`src/rtl/core/cscan_pkg.sv`:
```
// Shared types and constants of the C-SCAN disk request scheduler.
package cscan_pkg;

   localparam int TOTAL_BITS = 22;
   localparam logic [TOTAL_BITS-1:0] TOTAL_MAX = 22'h3FFFFF;

   localparam int CSR_INDEX_BITS = 2;
   localparam logic [CSR_INDEX_BITS-1:0] CSR_MAX_TRACK = 2'd0;
   localparam logic [CSR_INDEX_BITS-1:0] CSR_HEAD_POSITION = 2'd1;
   localparam logic [CSR_INDEX_BITS-1:0] CSR_SWEEP_DIRECTION = 2'd2;

   typedef enum logic [1:0] {
      ST_LOAD,
      ST_SCAN,
      ST_EMIT
   } state_type;

   typedef enum logic [1:0] {
      AFT_SCAN,
      AFT_JUMP,
      AFT_DONE
   } after_type;

   typedef enum logic [1:0] {
      TO_SCAN,
      TO_END,
      TO_PEND
   } to_sel_type;

   typedef struct packed {
      logic       load_en;
      logic       scan_start;
      logic       scan_run;
      logic       phase_b;
      logic       key_start_a;
      logic       key_start_b;
      logic       key_load_best;
      logic       pos_load_head;
      logic       total_clear;
      logic       load_move;
      to_sel_type to_sel;
      logic       move_final;
      logic       pend_load_jump;
      logic       pend_load_best;
      logic       count_clear;
   } cmd_type;

   typedef struct packed {
      logic scan_done;
      logic found;
      logic rsp_taken;
   } status_type;

endpackage

```
`src/rtl/core/cscan_regs.sv`:
```
// Configuration registers of the C-SCAN scheduler.
module cscan_regs #(
   parameter int TRACK_BITS = 16
) (
   input  logic                                clock,
   input  logic                                reset,
   input  logic                                csr_valid,
   output logic                                csr_ready,
   input  logic [cscan_pkg::CSR_INDEX_BITS-1:0] csr_index,
   input  logic [TRACK_BITS-1:0]               csr_data,
   output logic [TRACK_BITS-1:0]               max_track,
   output logic [TRACK_BITS-1:0]               head_position,
   output logic                                sweep_direction
);
   import cscan_pkg::*;

   logic [TRACK_BITS-1:0] max_track_ff, max_track_in;
   logic [TRACK_BITS-1:0] head_ff, head_in;
   logic                  dir_ff, dir_in;

   assign csr_ready = 1'b1;

   always_comb begin
      max_track_in = max_track_ff;
      head_in      = head_ff;
      dir_in       = dir_ff;
      if (csr_valid) begin
         case (csr_index)
            CSR_MAX_TRACK:       max_track_in = csr_data;
            CSR_HEAD_POSITION:   head_in      = csr_data;
            CSR_SWEEP_DIRECTION: dir_in       = csr_data[0];
            default:             ;
         endcase
      end
   end

   always_ff @(posedge clock) begin
      if (reset) begin
         max_track_ff <= TRACK_BITS'(199);
         head_ff      <= '0;
         dir_ff       <= 1'b1;
      end else begin
         max_track_ff <= max_track_in;
         head_ff      <= head_in;
         dir_ff       <= dir_in;
      end
   end

   assign max_track       = max_track_ff;
   assign head_position   = head_ff;
   assign sweep_direction = dir_ff;

endmodule

```
`src/rtl/core/cscan_ctrl.sv`:
```
// Sequencing state machine of the C-SCAN scheduler.
module cscan_ctrl (
   input  logic                   clock,
   input  logic                   reset,
   input  logic                   req_valid,
   input  logic                   req_last,
   output logic                   req_stall,
   input  cscan_pkg::status_type  sts,
   output cscan_pkg::cmd_type     cmd
);
   import cscan_pkg::*;

   state_type state_ff, state_in;
   after_type after_ff, after_in;
   logic      phase_b_ff, phase_b_in;

   always_ff @(posedge clock) begin
      if (reset) begin
         state_ff   <= ST_LOAD;
         after_ff   <= AFT_SCAN;
         phase_b_ff <= 1'b0;
      end else begin
         state_ff   <= state_in;
         after_ff   <= after_in;
         phase_b_ff <= phase_b_in;
      end
   end

   always_comb begin
      state_in    = state_ff;
      after_in    = after_ff;
      phase_b_in  = phase_b_ff;
      cmd         = '0;
      cmd.to_sel  = TO_SCAN;
      cmd.phase_b = phase_b_ff;
      req_stall   = 1'b1;
      case (state_ff)
         ST_LOAD: begin
            req_stall   = 1'b0;
            cmd.load_en = 1'b1;
            if (req_valid && req_last) begin
               cmd.key_start_a   = 1'b1;
               cmd.pos_load_head = 1'b1;
               cmd.total_clear   = 1'b1;
               cmd.scan_start    = 1'b1;
               phase_b_in        = 1'b0;
               state_in          = ST_SCAN;
            end
         end
         ST_SCAN: begin
            cmd.scan_run = 1'b1;
            if (sts.scan_done) begin
               cmd.load_move = 1'b1;
               state_in      = ST_EMIT;
               if (!phase_b_ff) begin
                  if (sts.found) begin
                     cmd.to_sel        = TO_SCAN;
                     cmd.key_load_best = 1'b1;
                     after_in          = AFT_SCAN;
                  end else begin
                     cmd.to_sel = TO_END;
                     after_in   = AFT_JUMP;
                  end
               end else begin
                  cmd.to_sel = TO_PEND;
                  if (sts.found) begin
                     cmd.pend_load_best = 1'b1;
                     cmd.key_load_best  = 1'b1;
                     after_in           = AFT_SCAN;
                  end else begin
                     cmd.move_final = 1'b1;
                     after_in       = AFT_DONE;
                  end
               end
            end
         end
         ST_EMIT: begin
            if (sts.rsp_taken) begin
               case (after_ff)
                  AFT_SCAN: begin
                     cmd.scan_start = 1'b1;
                     state_in       = ST_SCAN;
                  end
                  AFT_JUMP: begin
                     cmd.key_start_b    = 1'b1;
                     cmd.pend_load_jump = 1'b1;
                     cmd.scan_start     = 1'b1;
                     phase_b_in         = 1'b1;
                     state_in           = ST_SCAN;
                  end
                  AFT_DONE: begin
                     cmd.count_clear = 1'b1;
                     state_in        = ST_LOAD;
                  end
                  default: state_in = ST_LOAD;
               endcase
            end
         end
         default: state_in = ST_LOAD;
      endcase
   end

endmodule

```
`src/rtl/core/cscan_dp.sv`:
```
// Request store, selection scan and move arithmetic of the C-SCAN scheduler.
module cscan_dp #(
   parameter int MAX_REQUESTS = 32,
   parameter int TRACK_BITS   = 16
) (
   input  logic                               clock,
   input  logic                               reset,
   input  cscan_pkg::cmd_type                 cmd,
   output cscan_pkg::status_type              sts,
   input  logic [TRACK_BITS-1:0]              max_track,
   input  logic [TRACK_BITS-1:0]              head_position,
   input  logic                               sweep_direction,
   input  logic                               req_valid,
   input  logic [TRACK_BITS-1:0]              req_track,
   output logic                               rsp_valid,
   input  logic                               rsp_stall,
   output logic [TRACK_BITS-1:0]              rsp_from_track,
   output logic [TRACK_BITS-1:0]              rsp_to_track,
   output logic [TRACK_BITS-1:0]              rsp_distance,
   output logic [cscan_pkg::TOTAL_BITS-1:0]   rsp_total_seek,
   output logic                               rsp_final_move
);
   import cscan_pkg::*;

   localparam int IDX_BITS = (MAX_REQUESTS > 1) ? $clog2(MAX_REQUESTS) : 1;
   localparam int CNT_BITS = $clog2(MAX_REQUESTS + 1);
   localparam int SUM_BITS = ((TRACK_BITS > TOTAL_BITS) ? TRACK_BITS : TOTAL_BITS) + 1;
   localparam logic [CNT_BITS-1:0] COUNT_FULL = CNT_BITS'(MAX_REQUESTS);

   logic [TRACK_BITS-1:0] mem [MAX_REQUESTS];

   logic [CNT_BITS-1:0]   count_ff, count_in;
   logic [CNT_BITS-1:0]   issue_ff, issue_in;
   logic                  rd_valid_ff, rd_valid_in;
   logic [IDX_BITS-1:0]   rd_idx_ff, rd_idx_in;
   logic [TRACK_BITS-1:0] rd_data_ff;
   logic                  found_ff, found_in;
   logic [TRACK_BITS-1:0] best_v_ff, best_v_in;
   logic [IDX_BITS-1:0]   best_i_ff, best_i_in;
   logic [TRACK_BITS-1:0] key_v_ff, key_v_in;
   logic [IDX_BITS-1:0]   key_i_ff, key_i_in;
   logic                  key_sent_ff, key_sent_in;
   logic [TRACK_BITS-1:0] pos_ff, pos_in;
   logic [TRACK_BITS-1:0] pend_ff, pend_in;
   logic [TOTAL_BITS-1:0] total_ff, total_in;
   logic                  out_valid_ff, out_valid_in;
   logic [TRACK_BITS-1:0] out_from_ff, out_from_in;
   logic [TRACK_BITS-1:0] out_to_ff, out_to_in;
   logic [TRACK_BITS-1:0] out_dist_ff, out_dist_in;
   logic [TOTAL_BITS-1:0] out_total_ff, out_total_in;
   logic                  out_final_ff, out_final_in;

   logic                  mem_we;
   logic                  rd_en;
   logic [TRACK_BITS-1:0] head;
   logic [TRACK_BITS-1:0] end_track;
   logic [TRACK_BITS-1:0] jump_track;
   logic                  order_ok;
   logic                  qualifies;
   logic                  better;
   logic [TRACK_BITS-1:0] to_track;
   logic [TRACK_BITS-1:0] move_dist;
   logic [SUM_BITS-1:0]   sum;
   logic                  rsp_taken;

   assign head       = (head_position > max_track) ? max_track : head_position;
   assign end_track  = sweep_direction ? max_track : '0;
   assign jump_track = sweep_direction ? '0 : max_track;

   assign mem_we = cmd.load_en && req_valid && (req_track <= max_track)
                   && (count_ff < COUNT_FULL);
   assign rd_en  = cmd.scan_run && (issue_ff < count_ff);

   always_ff @(posedge clock) begin
      if (mem_we) begin
         mem[count_ff[IDX_BITS-1:0]] <= req_track;
      end
      if (rd_en) begin
         rd_data_ff <= mem[issue_ff[IDX_BITS-1:0]];
      end
   end

   always_comb begin
      if (sweep_direction) begin
         if (key_sent_ff) begin
            order_ok = rd_data_ff >= key_v_ff;
         end else begin
            order_ok = (rd_data_ff > key_v_ff)
                       || ((rd_data_ff == key_v_ff) && (rd_idx_ff > key_i_ff));
         end
      end else begin
         if (key_sent_ff) begin
            order_ok = rd_data_ff <= key_v_ff;
         end else begin
            order_ok = (rd_data_ff < key_v_ff)
                       || ((rd_data_ff == key_v_ff) && (rd_idx_ff < key_i_ff));
         end
      end
   end

   assign qualifies = rd_valid_ff && order_ok && (rd_data_ff <= max_track)
                      && (!cmd.phase_b
                          || (sweep_direction ? (rd_data_ff < head) : (rd_data_ff > head)));
   assign better    = !found_ff
                      || (sweep_direction ? (rd_data_ff < best_v_ff) : (rd_data_ff >= best_v_ff));

   always_comb begin
      case (cmd.to_sel)
         TO_SCAN: to_track = best_v_ff;
         TO_END:  to_track = end_track;
         TO_PEND: to_track = pend_ff;
         default: to_track = best_v_ff;
      endcase
   end

   assign move_dist = (pos_ff > to_track) ? (pos_ff - to_track) : (to_track - pos_ff);
   assign sum       = SUM_BITS'(total_ff) + SUM_BITS'(move_dist);

   assign rsp_taken = out_valid_ff && !rsp_stall;

   always_comb begin
      count_in     = count_ff;
      issue_in     = issue_ff;
      rd_valid_in  = 1'b0;
      rd_idx_in    = rd_idx_ff;
      found_in     = found_ff;
      best_v_in    = best_v_ff;
      best_i_in    = best_i_ff;
      key_v_in     = key_v_ff;
      key_i_in     = key_i_ff;
      key_sent_in  = key_sent_ff;
      pos_in       = pos_ff;
      pend_in      = pend_ff;
      total_in     = total_ff;
      out_valid_in = out_valid_ff && !rsp_taken;
      out_from_in  = out_from_ff;
      out_to_in    = out_to_ff;
      out_dist_in  = out_dist_ff;
      out_total_in = out_total_ff;
      out_final_in = out_final_ff;

      if (mem_we) begin
         count_in = count_ff + CNT_BITS'(1);
      end
      if (cmd.count_clear) begin
         count_in = '0;
      end

      if (cmd.scan_start) begin
         issue_in = '0;
         found_in = 1'b0;
      end else begin
         if (rd_en) begin
            rd_valid_in = 1'b1;
            rd_idx_in   = issue_ff[IDX_BITS-1:0];
            issue_in    = issue_ff + CNT_BITS'(1);
         end
         if (qualifies && better) begin
            found_in  = 1'b1;
            best_v_in = rd_data_ff;
            best_i_in = rd_idx_ff;
         end
      end

      if (cmd.key_start_a) begin
         key_v_in    = head;
         key_i_in    = '0;
         key_sent_in = 1'b1;
      end else if (cmd.key_start_b) begin
         key_v_in    = jump_track;
         key_i_in    = '0;
         key_sent_in = 1'b1;
      end else if (cmd.key_load_best) begin
         key_v_in    = best_v_ff;
         key_i_in    = best_i_ff;
         key_sent_in = 1'b0;
      end

      if (cmd.pend_load_jump) begin
         pend_in = jump_track;
      end else if (cmd.pend_load_best) begin
         pend_in = best_v_ff;
      end

      if (cmd.pos_load_head) begin
         pos_in = head;
      end
      if (cmd.total_clear) begin
         total_in = '0;
      end

      if (cmd.load_move) begin
         out_valid_in = 1'b1;
         out_from_in  = pos_ff;
         out_to_in    = to_track;
         out_dist_in  = move_dist;
         out_final_in = cmd.move_final;
         if (sum > SUM_BITS'(TOTAL_MAX)) begin
            out_total_in = TOTAL_MAX;
         end else begin
            out_total_in = sum[TOTAL_BITS-1:0];
         end
         total_in = out_total_in;
         pos_in   = to_track;
      end
   end

   always_ff @(posedge clock) begin
      if (reset) begin
         count_ff     <= '0;
         issue_ff     <= '0;
         rd_valid_ff  <= 1'b0;
         found_ff     <= 1'b0;
         key_sent_ff  <= 1'b1;
         pos_ff       <= '0;
         total_ff     <= '0;
         out_valid_ff <= 1'b0;
      end else begin
         count_ff     <= count_in;
         issue_ff     <= issue_in;
         rd_valid_ff  <= rd_valid_in;
         found_ff     <= found_in;
         key_sent_ff  <= key_sent_in;
         pos_ff       <= pos_in;
         total_ff     <= total_in;
         out_valid_ff <= out_valid_in;
      end
   end

   always_ff @(posedge clock) begin
      rd_idx_ff    <= rd_idx_in;
      best_v_ff    <= best_v_in;
      best_i_ff    <= best_i_in;
      key_v_ff     <= key_v_in;
      key_i_ff     <= key_i_in;
      pend_ff      <= pend_in;
      out_from_ff  <= out_from_in;
      out_to_ff    <= out_to_in;
      out_dist_ff  <= out_dist_in;
      out_total_ff <= out_total_in;
      out_final_ff <= out_final_in;
   end

   assign sts.scan_done = (issue_ff == count_ff) && !rd_valid_ff;
   assign sts.found     = found_ff;
   assign sts.rsp_taken = rsp_taken;

   assign rsp_valid      = out_valid_ff;
   assign rsp_from_track = out_from_ff;
   assign rsp_to_track   = out_to_ff;
   assign rsp_distance   = out_dist_ff;
   assign rsp_total_seek = out_total_ff;
   assign rsp_final_move = out_final_ff;

endmodule

```
`src/rtl/core/cscan_disk_request_scheduler.sv`:
```
// Top level of the C-SCAN disk request scheduler.
//
// Track requests arrive on the req_ channel, one transfer per cycle while the
// block collects a batch. Requests above max_track, and requests beyond
// MAX_REQUESTS stored entries, are dropped. The transfer with req_last high
// closes the batch; req_stall then stays high until every head move of the
// batch has been delivered.
// Each head move leaves on the rsp_ channel as one transfer. Finding the next
// track is a scan of the n stored requests through the store's single read
// port. The next scan starts only after the receiver has taken the current
// move. While rsp_stall is high the move stays on the outputs and the block
// waits.
// Configuration writes on the csr_ channel are always taken; the user must make
// them only while the block collects requests, as the block does not enforce it.
// Reset restores max_track 199, head_position 0 and sweep_direction 1, and
// empties the batch; no clearing pass is needed.
module cscan_disk_request_scheduler #(
   parameter int MAX_REQUESTS = 32,
   parameter int TRACK_BITS   = 16
) (
   input  logic                                 clock,
   input  logic                                 reset,
   input  logic                                 req_valid,
   output logic                                 req_stall,
   input  logic [TRACK_BITS-1:0]                req_track,
   input  logic                                 req_last,
   output logic                                 rsp_valid,
   input  logic                                 rsp_stall,
   output logic [TRACK_BITS-1:0]                rsp_from_track,
   output logic [TRACK_BITS-1:0]                rsp_to_track,
   output logic [TRACK_BITS-1:0]                rsp_distance,
   output logic [cscan_pkg::TOTAL_BITS-1:0]     rsp_total_seek,
   output logic                                 rsp_final_move,
   input  logic                                 csr_valid,
   output logic                                 csr_ready,
   input  logic [cscan_pkg::CSR_INDEX_BITS-1:0] csr_index,
   input  logic [TRACK_BITS-1:0]                csr_data
);
   import cscan_pkg::*;

   cmd_type               cmd;
   status_type            sts;
   logic [TRACK_BITS-1:0] max_track;
   logic [TRACK_BITS-1:0] head_position;
   logic                  sweep_direction;

   cscan_regs #(
      .TRACK_BITS(TRACK_BITS)
   ) u_regs (
      .clock           (clock),
      .reset           (reset),
      .csr_valid       (csr_valid),
      .csr_ready       (csr_ready),
      .csr_index       (csr_index),
      .csr_data        (csr_data),
      .max_track       (max_track),
      .head_position   (head_position),
      .sweep_direction (sweep_direction)
   );

   cscan_ctrl u_ctrl (
      .clock     (clock),
      .reset     (reset),
      .req_valid (req_valid),
      .req_last  (req_last),
      .req_stall (req_stall),
      .sts       (sts),
      .cmd       (cmd)
   );

   cscan_dp #(
      .MAX_REQUESTS(MAX_REQUESTS),
      .TRACK_BITS  (TRACK_BITS)
   ) u_dp (
      .clock           (clock),
      .reset           (reset),
      .cmd             (cmd),
      .sts             (sts),
      .max_track       (max_track),
      .head_position   (head_position),
      .sweep_direction (sweep_direction),
      .req_valid       (req_valid),
      .req_track       (req_track),
      .rsp_valid       (rsp_valid),
      .rsp_stall       (rsp_stall),
      .rsp_from_track  (rsp_from_track),
      .rsp_to_track    (rsp_to_track),
      .rsp_distance    (rsp_distance),
      .rsp_total_seek  (rsp_total_seek),
      .rsp_final_move  (rsp_final_move)
   );

endmodule

```
`config.mk`:
```
export PLATFORM = sky130hd
export DESIGN_NAME = cscan_disk_request_scheduler
export DESIGN_NICKNAME = d
export VERILOG_FILES = /design/src/rtl/core/cscan_pkg.sv /design/src/rtl/core/cscan_regs.sv /design/src/rtl/core/cscan_ctrl.sv /design/src/rtl/core/cscan_dp.sv /design/src/rtl/core/cscan_disk_request_scheduler.sv
export SDC_FILE = /design/constraint.sdc
export NUM_CORES = 1
export LEC_CHECK = 0
export BUFFER_PORTS_ARGS = -buffer_cell sky130_fd_sc_hd__buf_2
export CORE_UTILIZATION = 60
export CTS_CLUSTER_SIZE = 40
export DETAILED_ROUTE_END_ITERATION = 8
export PLACE_DENSITY = 0.88
export SLEW_MARGIN = 5
export SYNTH_ARGS = -nofsm -noshare
export SYNTH_HDL_FRONTEND = slang
export SYNTH_SLANG_ARGS = --single-unit
```
`constraint.sdc`:
```
create_clock -name clock -period 14.8 [get_ports clock]
set_input_delay 2.96 -clock clock [delete_from_list [all_inputs] [get_ports clock]]
set_output_delay 2.96 -clock clock [all_outputs]
set_load 0.02 [all_outputs]
```
==> results of run 1 <==
==> power by group <==
part,switching [mW],leakage [nW],internal [mW]
clock network,0.871,1.21,1.11
logic,0.465,5.17,0.255
registers,0.0412,6.73,2.40
==> per-stage QoR <==
stage / setup slack, ns / utilization [%] / instances
floorplan: 4.610 / - / 2240
global placement: 5.859 / 63.71 / 3039
detailed placement: 5.529 / 63.71 / 3039
CTS: 5.398 / 68.22 / 3176
global route: 4.576 / 68.24 / 3176
finish: 5.295 / 68.24 / 3177
==> registers in the layout (all words and copies together), names as in the netlist, 5 cells and up <==
name	flops
u_dp.mem	512
u_dp.rsp_total_seek	22
u_dp.total_ff	22
u_dp.best_v_ff	16
u_dp.key_v_ff	16
u_dp.pend_ff	16
u_dp.pos_ff	16
u_dp.rd_data_ff	16
u_dp.rsp_distance	16
u_dp.rsp_from_track	16
u_dp.rsp_to_track	16
u_regs.head_position	16
u_regs.max_track	16
u_dp.count_ff	6
u_dp.issue_ff	6
u_dp.best_i_ff	5
u_dp.key_i_ff	5
u_dp.rd_idx_ff	5
==> layout by cell type, fill, tap and decap left out, types with 15 or more instances in the layout <==
master	Yosys	routed
edfxtp_1	657	657
ha_1	163	163
nand2_1	161	161
mux4_2	160	160
a21oi_1	131	129
inv_1	121	120
buf_2	17	112
nor2_1	113	111
dfxtp_1	97	93
clkbuf_16	0	79
a21o_1	46	46
buf_4	1	44
o21ai_0	41	40
nand3_1	37	37
a22oi_1	32	32
mux2i_1	31	31
nor3_1	27	27
mux2_2	23	23
nand3b_1	22	22
xnor2_1	21	21
clkbuf_1	76	20
nand4_1	19	19
o31ai_1	18	18
o221ai_1	17	17
a22o_1	15	15
==> worst max-delay path: cells and delay by family (launching register included) <==
family	cells	cell delay, ns
compound gates	9	2.94
flops	1	1.19
buf+inv	5	0.68
xor+xnor	2	0.45
simple gates	10	1.78
fa+ha+maj	4	2.13
==> logic make-up (layout without fill, tap and decap cells) <==
| family | count (synthesis) | count (layout) |
|---|---|---|
| AO/OA/AOI/OAI | 391 | 391 |
| AND/OR/NAND/NOR | 455 | 455 |
| buffers and inverters | 228 | 416 |
| flip-flops | 754 | 754 |
| multiplexers | 214 | 214 |
| XOR/XNOR | 32 | 32 |
| adder cells (fa/ha/maj) | 165 | 165 |
| other | 1 | 2 |
==> how the worst min path moves through the flow <==
stage	from	end	slack, ns	cells past startpoint
after detailed placement	u_dp.count_ff[5]	u_dp.count_ff[5]	0.44	2
after floorplan	u_dp.count_ff[5]	u_dp.count_ff[5]	0.43	2
after global routing	u_dp.rd_idx_ff[1]	u_dp.best_i_ff[1]	0.47	0
after CTS	u_dp.rd_idx_ff[0]	u_dp.best_i_ff[0]	0.46	0
after global placement	u_dp.rd_idx_ff[0]	u_dp.best_i_ff[0]	0.43	0
final	u_dp.rd_idx_ff[0]	u_dp.best_i_ff[0]	0.46	0
==> area by class of cell <==
class	instances	area, sq um	area share, %
Clock inverter	37	437.9	1.156
Multi-Input combinational cell	1258	11400	30.08
Timing Repair Buffer	157	910.9	2.404
Sequential cell	754	21680	57.22
Antenna cell	1	2.502	0.006605
Inverter	122	459.2	1.212
Tap cell	748	935.9	2.470
Clock buffer	100	2066	5.452
==> routing by layer <==
metal	GRT usage [%]	up-vias	part of all wire, %
met5	0	-	0.027
met1	41.25	10540	34
met3	7.722	411	10
met2	55.85	1610	49
met4	20.12	4	6.6
li1	-	8981	-
==> results.sh, run 1 <==
export IMPL_status="finished, final reports clean"
export IMPL_cts_resized=0
export IMPL_via_per_inst=6.781
export IMPL_rr_worst_depth=30
export IMPL_grt_first_pass_wirelength_um=139700
export IMPL_worstPathMaxFanout=37
export IMPL_dr_pass1_iters=7
export IMPL_finClkSkew_ns=0.05945
export IMPL_synth_top_area_share_pct=58.16
export IMPL_slowest_delay_ns=1.19
export IMPL_synth_top_cell_by_area="edfxtp_1"
export IMPL_start_util_pct=61.10
export IMPL_synthesis_area_sq_um=33920
export IMPL_worstSetupStartpoint="u_dp.issue_ff[3]"
export IMPL_place_gp_congestion=0.9954
export IMPL_clk_path_buf_depth=3
export IMPL_die_w_um=239.8
export IMPL_synth_compound_area_share_pct=7.838
export IMPL_finalPower_mw=5.141
export IMPL_synth_distinct_cells=83
export IMPL_path_clk_slew_ns=0.07
export IMPL_crit_path_top_delay_cell="dfxtp_2"
export IMPL_min_path_type="reg -> reg"
export IMPL_critPathCaptureType="register"
export IMPL_reg2reg_slack_ns=5.30
export IMPL_cpMostUsedCell="ha_1"
export IMPL_post_route_period_util_pct=64.22
export IMPL_die_h_um=239.8
export IMPL_synth_xor_area_share_pct=0.8262
export IMPL_syn_area_per_cell_sq_um=15.14
export IMPL_num_nets_final=2575
export IMPL_rows=86
export IMPL_drive_gt1_share_pct=19.93
export IMPL_leakagePower_nw=13.11
export IMPL_postCtsSetupRepairBufs=0
export IMPL_slew_limit_headroom_pct=5.228
export IMPL_overflow=0
export IMPL_synthToLayoutAreaGrowth_pct=11.69
export IMPL_vdd_ir_drop_max_v=0.0001192
export IMPL_drt_iter0_drc=3126
export IMPL_ys_flop_type="edfxtp_1"
export IMPL_crit_required_ns=15.15
export IMPL_cts_hold_buf=0
export IMPL_finalHoldWorstSlack_ns=0.4571
export IMPL_synthSimpleGateAreaFrac_pct=6.370
export IMPL_hold_violations=0
export IMPL_wl_per_cell_um=29.92
export IMPL_dpl_cell_area_sq_um=35380
export IMPL_synth_fa_ha_area_share_pct=6.130
export IMPL_cts_inserted_buffers=77
export IMPL_core_area_sq_um=55520
export IMPL_max_freq_mhz=105.2
export IMPL_synth_edff_count=657
export IMPL_tns_ns=0
export IMPL_yosysWarnings=0
export IMPL_synthCells=2240
export IMPL_grt_max_degree=105
export IMPL_period_minus_slack_ns=9.505
export IMPL_io_buffer_count=112
export IMPL_drv_cap=0
export IMPL_drc_errors=0
export IMPL_rsz0062_at_grt="false"
export IMPL_synthTopCellsByCount="edfxtp_1 (657), ha_1 (163), nand2_1 (161)"
export IMPL_grt_usage_pct=33.98
export IMPL_ys_seq_area_share_pct=63.88
export IMPL_tightestPinTransition_ns=1.422
export IMPL_fillers=3482
export IMPL_syn_num_nets=2445
export IMPL_drt_wl_total_um=95060
export IMPL_cp_endpoint="u_dp.rsp_total_seek[21]"
export IMPL_vias=21540
export IMPL_synthArstFlopShare_pct=0
export IMPL_cts_tree="done"
export IMPL_cp_start_kind="register"
export IMPL_critPathKind="reg -> reg"
export IMPL_synth_mux_area_share_pct=12.30
export IMPL_clock_latency_ns=0.67
export IMPL_hpwl_um=55800
export IMPL_synth_most_common_cell="edfxtp_1"
export IMPL_grt_pass1_vias=21760
export IMPL_cp_arrival_ns=9.85
export IMPL_synth_area_leaders="edfxtp_1 (58%), mux4_2 (11%), ha_1 (6.0%), dfxtp_1 (5.7%), a21oi_1 (1.9%)"
export IMPL_drv_slew=0
export IMPL_cts_root_buffer="clkbuf_16"
export IMPL_antenna_found_initial=4
export IMPL_htreeDepth=3
export IMPL_synth_seq_cells=754
export IMPL_die_area_sq_um=57490
export IMPL_setup_viol=0
export IMPL_power_density_nw_per_um2=135.7
export IMPL_finalInstanceArea_sq_um=37890
export IMPL_clock_sinks=754
export IMPL_synth_top_family_by_area="multiplexers"
export IMPL_drtAntennaViolNets=0
export IMPL_pin_count=114
export IMPL_r2r_start="u_dp.issue_ff[3]"
export IMPL_r2r_end="u_dp.rsp_total_seek[21]"
Note: power is estimated with default switching activity, not from simulation.
==> run 2, diff against run 1 <==
==> constraint.sdc (replaced) <==
create_clock -name clock -period 9.55 [get_ports clock]
set_input_delay 1.91 -clock clock [delete_from_list [all_inputs] [get_ports clock]]
set_output_delay 1.91 -clock clock [all_outputs]
set_load 0.02 [all_outputs]
==> results.sh, run 2 (same netlist as run 1, synthesis figures left out) <==
export IMPL_status="finished, final reports clean"
export IMPL_path_depth=31
export IMPL_cts_resized=0
export IMPL_dp_cells=3045
export IMPL_cp_arrival_ns=8.68
export IMPL_crit_required_ns=9.88
export IMPL_die_h_um=239.8
export IMPL_r2r_end="u_dp.rsp_total_seek[21]"
export IMPL_vias=21620
export IMPL_start_util_pct=61.10
export IMPL_clk_path_buf_depth=3
export IMPL_vdd_ir_drop_max_v=0.0002629
export IMPL_reg2reg_slack_ns=1.21
export IMPL_hold_violations=0
export IMPL_core_area_sq_um=55520
export IMPL_clock_sinks=754
export IMPL_critPathCaptureType="register"
export IMPL_final_seq_area_sq_um=21680
export IMPL_rr_worst_depth=31
export IMPL_clock_latency_ns=0.66
export IMPL_drv_slew=0
export IMPL_path_clk_slew_ns=0.06
export IMPL_tns_ns=0
export IMPL_postCtsSetupRepairBufs=0
export IMPL_grt_max_degree=109
export IMPL_min_from="u_dp.key_i_ff[1]"
export IMPL_leakagePower_nw=13.19
export IMPL_rows=86
export IMPL_die_w_um=239.8
export IMPL_min_to="u_dp.key_i_ff[1]"
export IMPL_dr_pass1_iters=6
export IMPL_drv_cap=0
export IMPL_min_path_type="reg -> reg"
export IMPL_min_path_cells=2
export IMPL_antenna_found_initial=2
export IMPL_hpwl_um=56640
export IMPL_layout_commonest_cell="edfxtp_1"
export IMPL_overflow=0
export IMPL_num_nets_final=2582
export IMPL_drt_wl_total_um=93670
export IMPL_die_area_sq_um=57490
export IMPL_crit_family="compound AO/OA/AOI/OAI gates"
export IMPL_cp_start_kind="register"
export IMPL_setup_viol=0
export IMPL_worstPathMaxFanout=37
export IMPL_pin_count=114
export IMPL_power_density_nw_per_um2=211.8
export IMPL_grt_first_pass_wirelength_um=137900
export IMPL_via_per_inst=6.784
export IMPL_cts_hold_buf=0
export IMPL_synthToLayoutAreaGrowth_pct=12.23
export IMPL_multi_input_area_sq_um=11390
export IMPL_r2r_start="u_dp.count_ff[3]"
export IMPL_slowest_delay_ns=0.98
export IMPL_cpMostUsedCell="ha_1"
export IMPL_fillers=3492
export IMPL_critPathKind="reg -> reg"
export IMPL_grt_pass1_vias=21650
export IMPL_post_route_period_util_pct=87.37
export IMPL_cp_num_buf_inv=5
export IMPL_htreeDepth=3
export IMPL_wl_per_cell_um=29.39
export IMPL_drt_iter0_drc=2992
export IMPL_drtAntennaViolNets=0
export IMPL_largest_reg_flops=512
export IMPL_finalNonFillerCells=3187
export IMPL_period_minus_slack_ns=8.344
export IMPL_finClkSkew_ns=0.05680
export IMPL_cts_tree="done"
export IMPL_rsz0062_at_grt="false"
export IMPL_drive_gt1_share_pct=20.35
export IMPL_max_freq_mhz=119.8
export IMPL_place_gp_congestion=1.004
export IMPL_tightestPinTransition_ns=1.314
export IMPL_crit_path_top_delay_cell="ha_1"
export IMPL_io_buffer_count=112
export IMPL_grt_usage_pct=33.40
export IMPL_layout_common_cells="edfxtp_1 (657), ha_1 (163), nand2_1 (161)"
export IMPL_cts_root_buffer="clkbuf_16"
export IMPL_cts_inserted_buffers=78
export IMPL_slew_limit_headroom_pct=12.10
export IMPL_drc_errors=0
==> run 2: where the power goes <==
part	switching [mW]	internal, mW
clock	1.35	1.81
sequential	0.0629	3.72
combinational	0.722	0.396
total	2.14	5.93
==> run 2: area by class of cell <==
| cell class | count | area share, % |
|---|---|---|
| multi-input cells | 1258 | 29.93 |
| flip-flops and latches | 754 | 56.95 |
| clock buffers | 100 | 5.452 |
| diodes | 2 | 0.01315 |
| clock inverters | 40 | 1.482 |
| repair buffers | 163 | 2.511 |
| inverters | 122 | 1.206 |
| well taps | 748 | 2.458 |
==> run 2: per-layer routing <==
layer | track usage (%) | up-vias | wire, um
met4 | 18.92 | 2 | 5669
met2 | 55.22 | 1594 | 46080
li1 | - | 8974 | -
met1 | 41.59 | 10680 | 33220
met5 | 0 | - | 12
met3 | 6.177 | 375 | 8686
==> run 2: worst register-to-register path, delay by kind of cell, from the launching register on <==
| family | cells | cell delay (ns) |
|---|---|---|
| DFF | 1 | 0.52 |
| buffers and inverters | 5 | 0.85 |
| xor gates and xnor gates | 2 | 0.33 |
| adders and majority gates | 4 | 2.05 |
| AOI/OAI and AO/OA | 11 | 2.61 |
| and+or+nand+nor | 9 | 1.69 |
==> run 2: per-stage QoR <==
| stage | total power [mW] | cell area (sq um) | hold slack (ns) | setup slack (ns) | util (%) |
|---|---|---|---|---|---|
| CTS | 8.070 | 38060 | 0.4536 | 1.326 | 68.56 |
| floorplan | 4.601 | 33920 | 0.4250 | 0.6330 | - |
| global placement | 4.911 | 35420 | 0.4329 | 1.541 | 63.80 |
| detailed placement | 4.950 | 35420 | 0.4431 | 1.383 | 63.80 |
| finish | 8.062 | 38070 | 0.4545 | 1.206 | 68.57 |
| global route | 8.307 | 38070 | 0.4728 | 0.4650 | 68.56 |
==> run 2: how the worst max path moves through the flow <==
stage                startpoint                      end  slack [ns]
2_1_floorplan  u_dp.issue_ff[0]        u_dp.total_ff[17]        0.63
5_1_grt        u_dp.issue_ff[0]         u_dp.total_ff[7]        0.46
3_5_place_dp   u_dp.issue_ff[0]         u_dp.total_ff[7]        1.38
6_report       u_dp.count_ff[3]  u_dp.rsp_total_seek[21]        1.21
4_1_cts        u_dp.count_ff[4]         u_dp.total_ff[7]        1.33
3_3_place_gp   u_dp.issue_ff[0]  u_dp.rsp_total_seek[21]        1.54
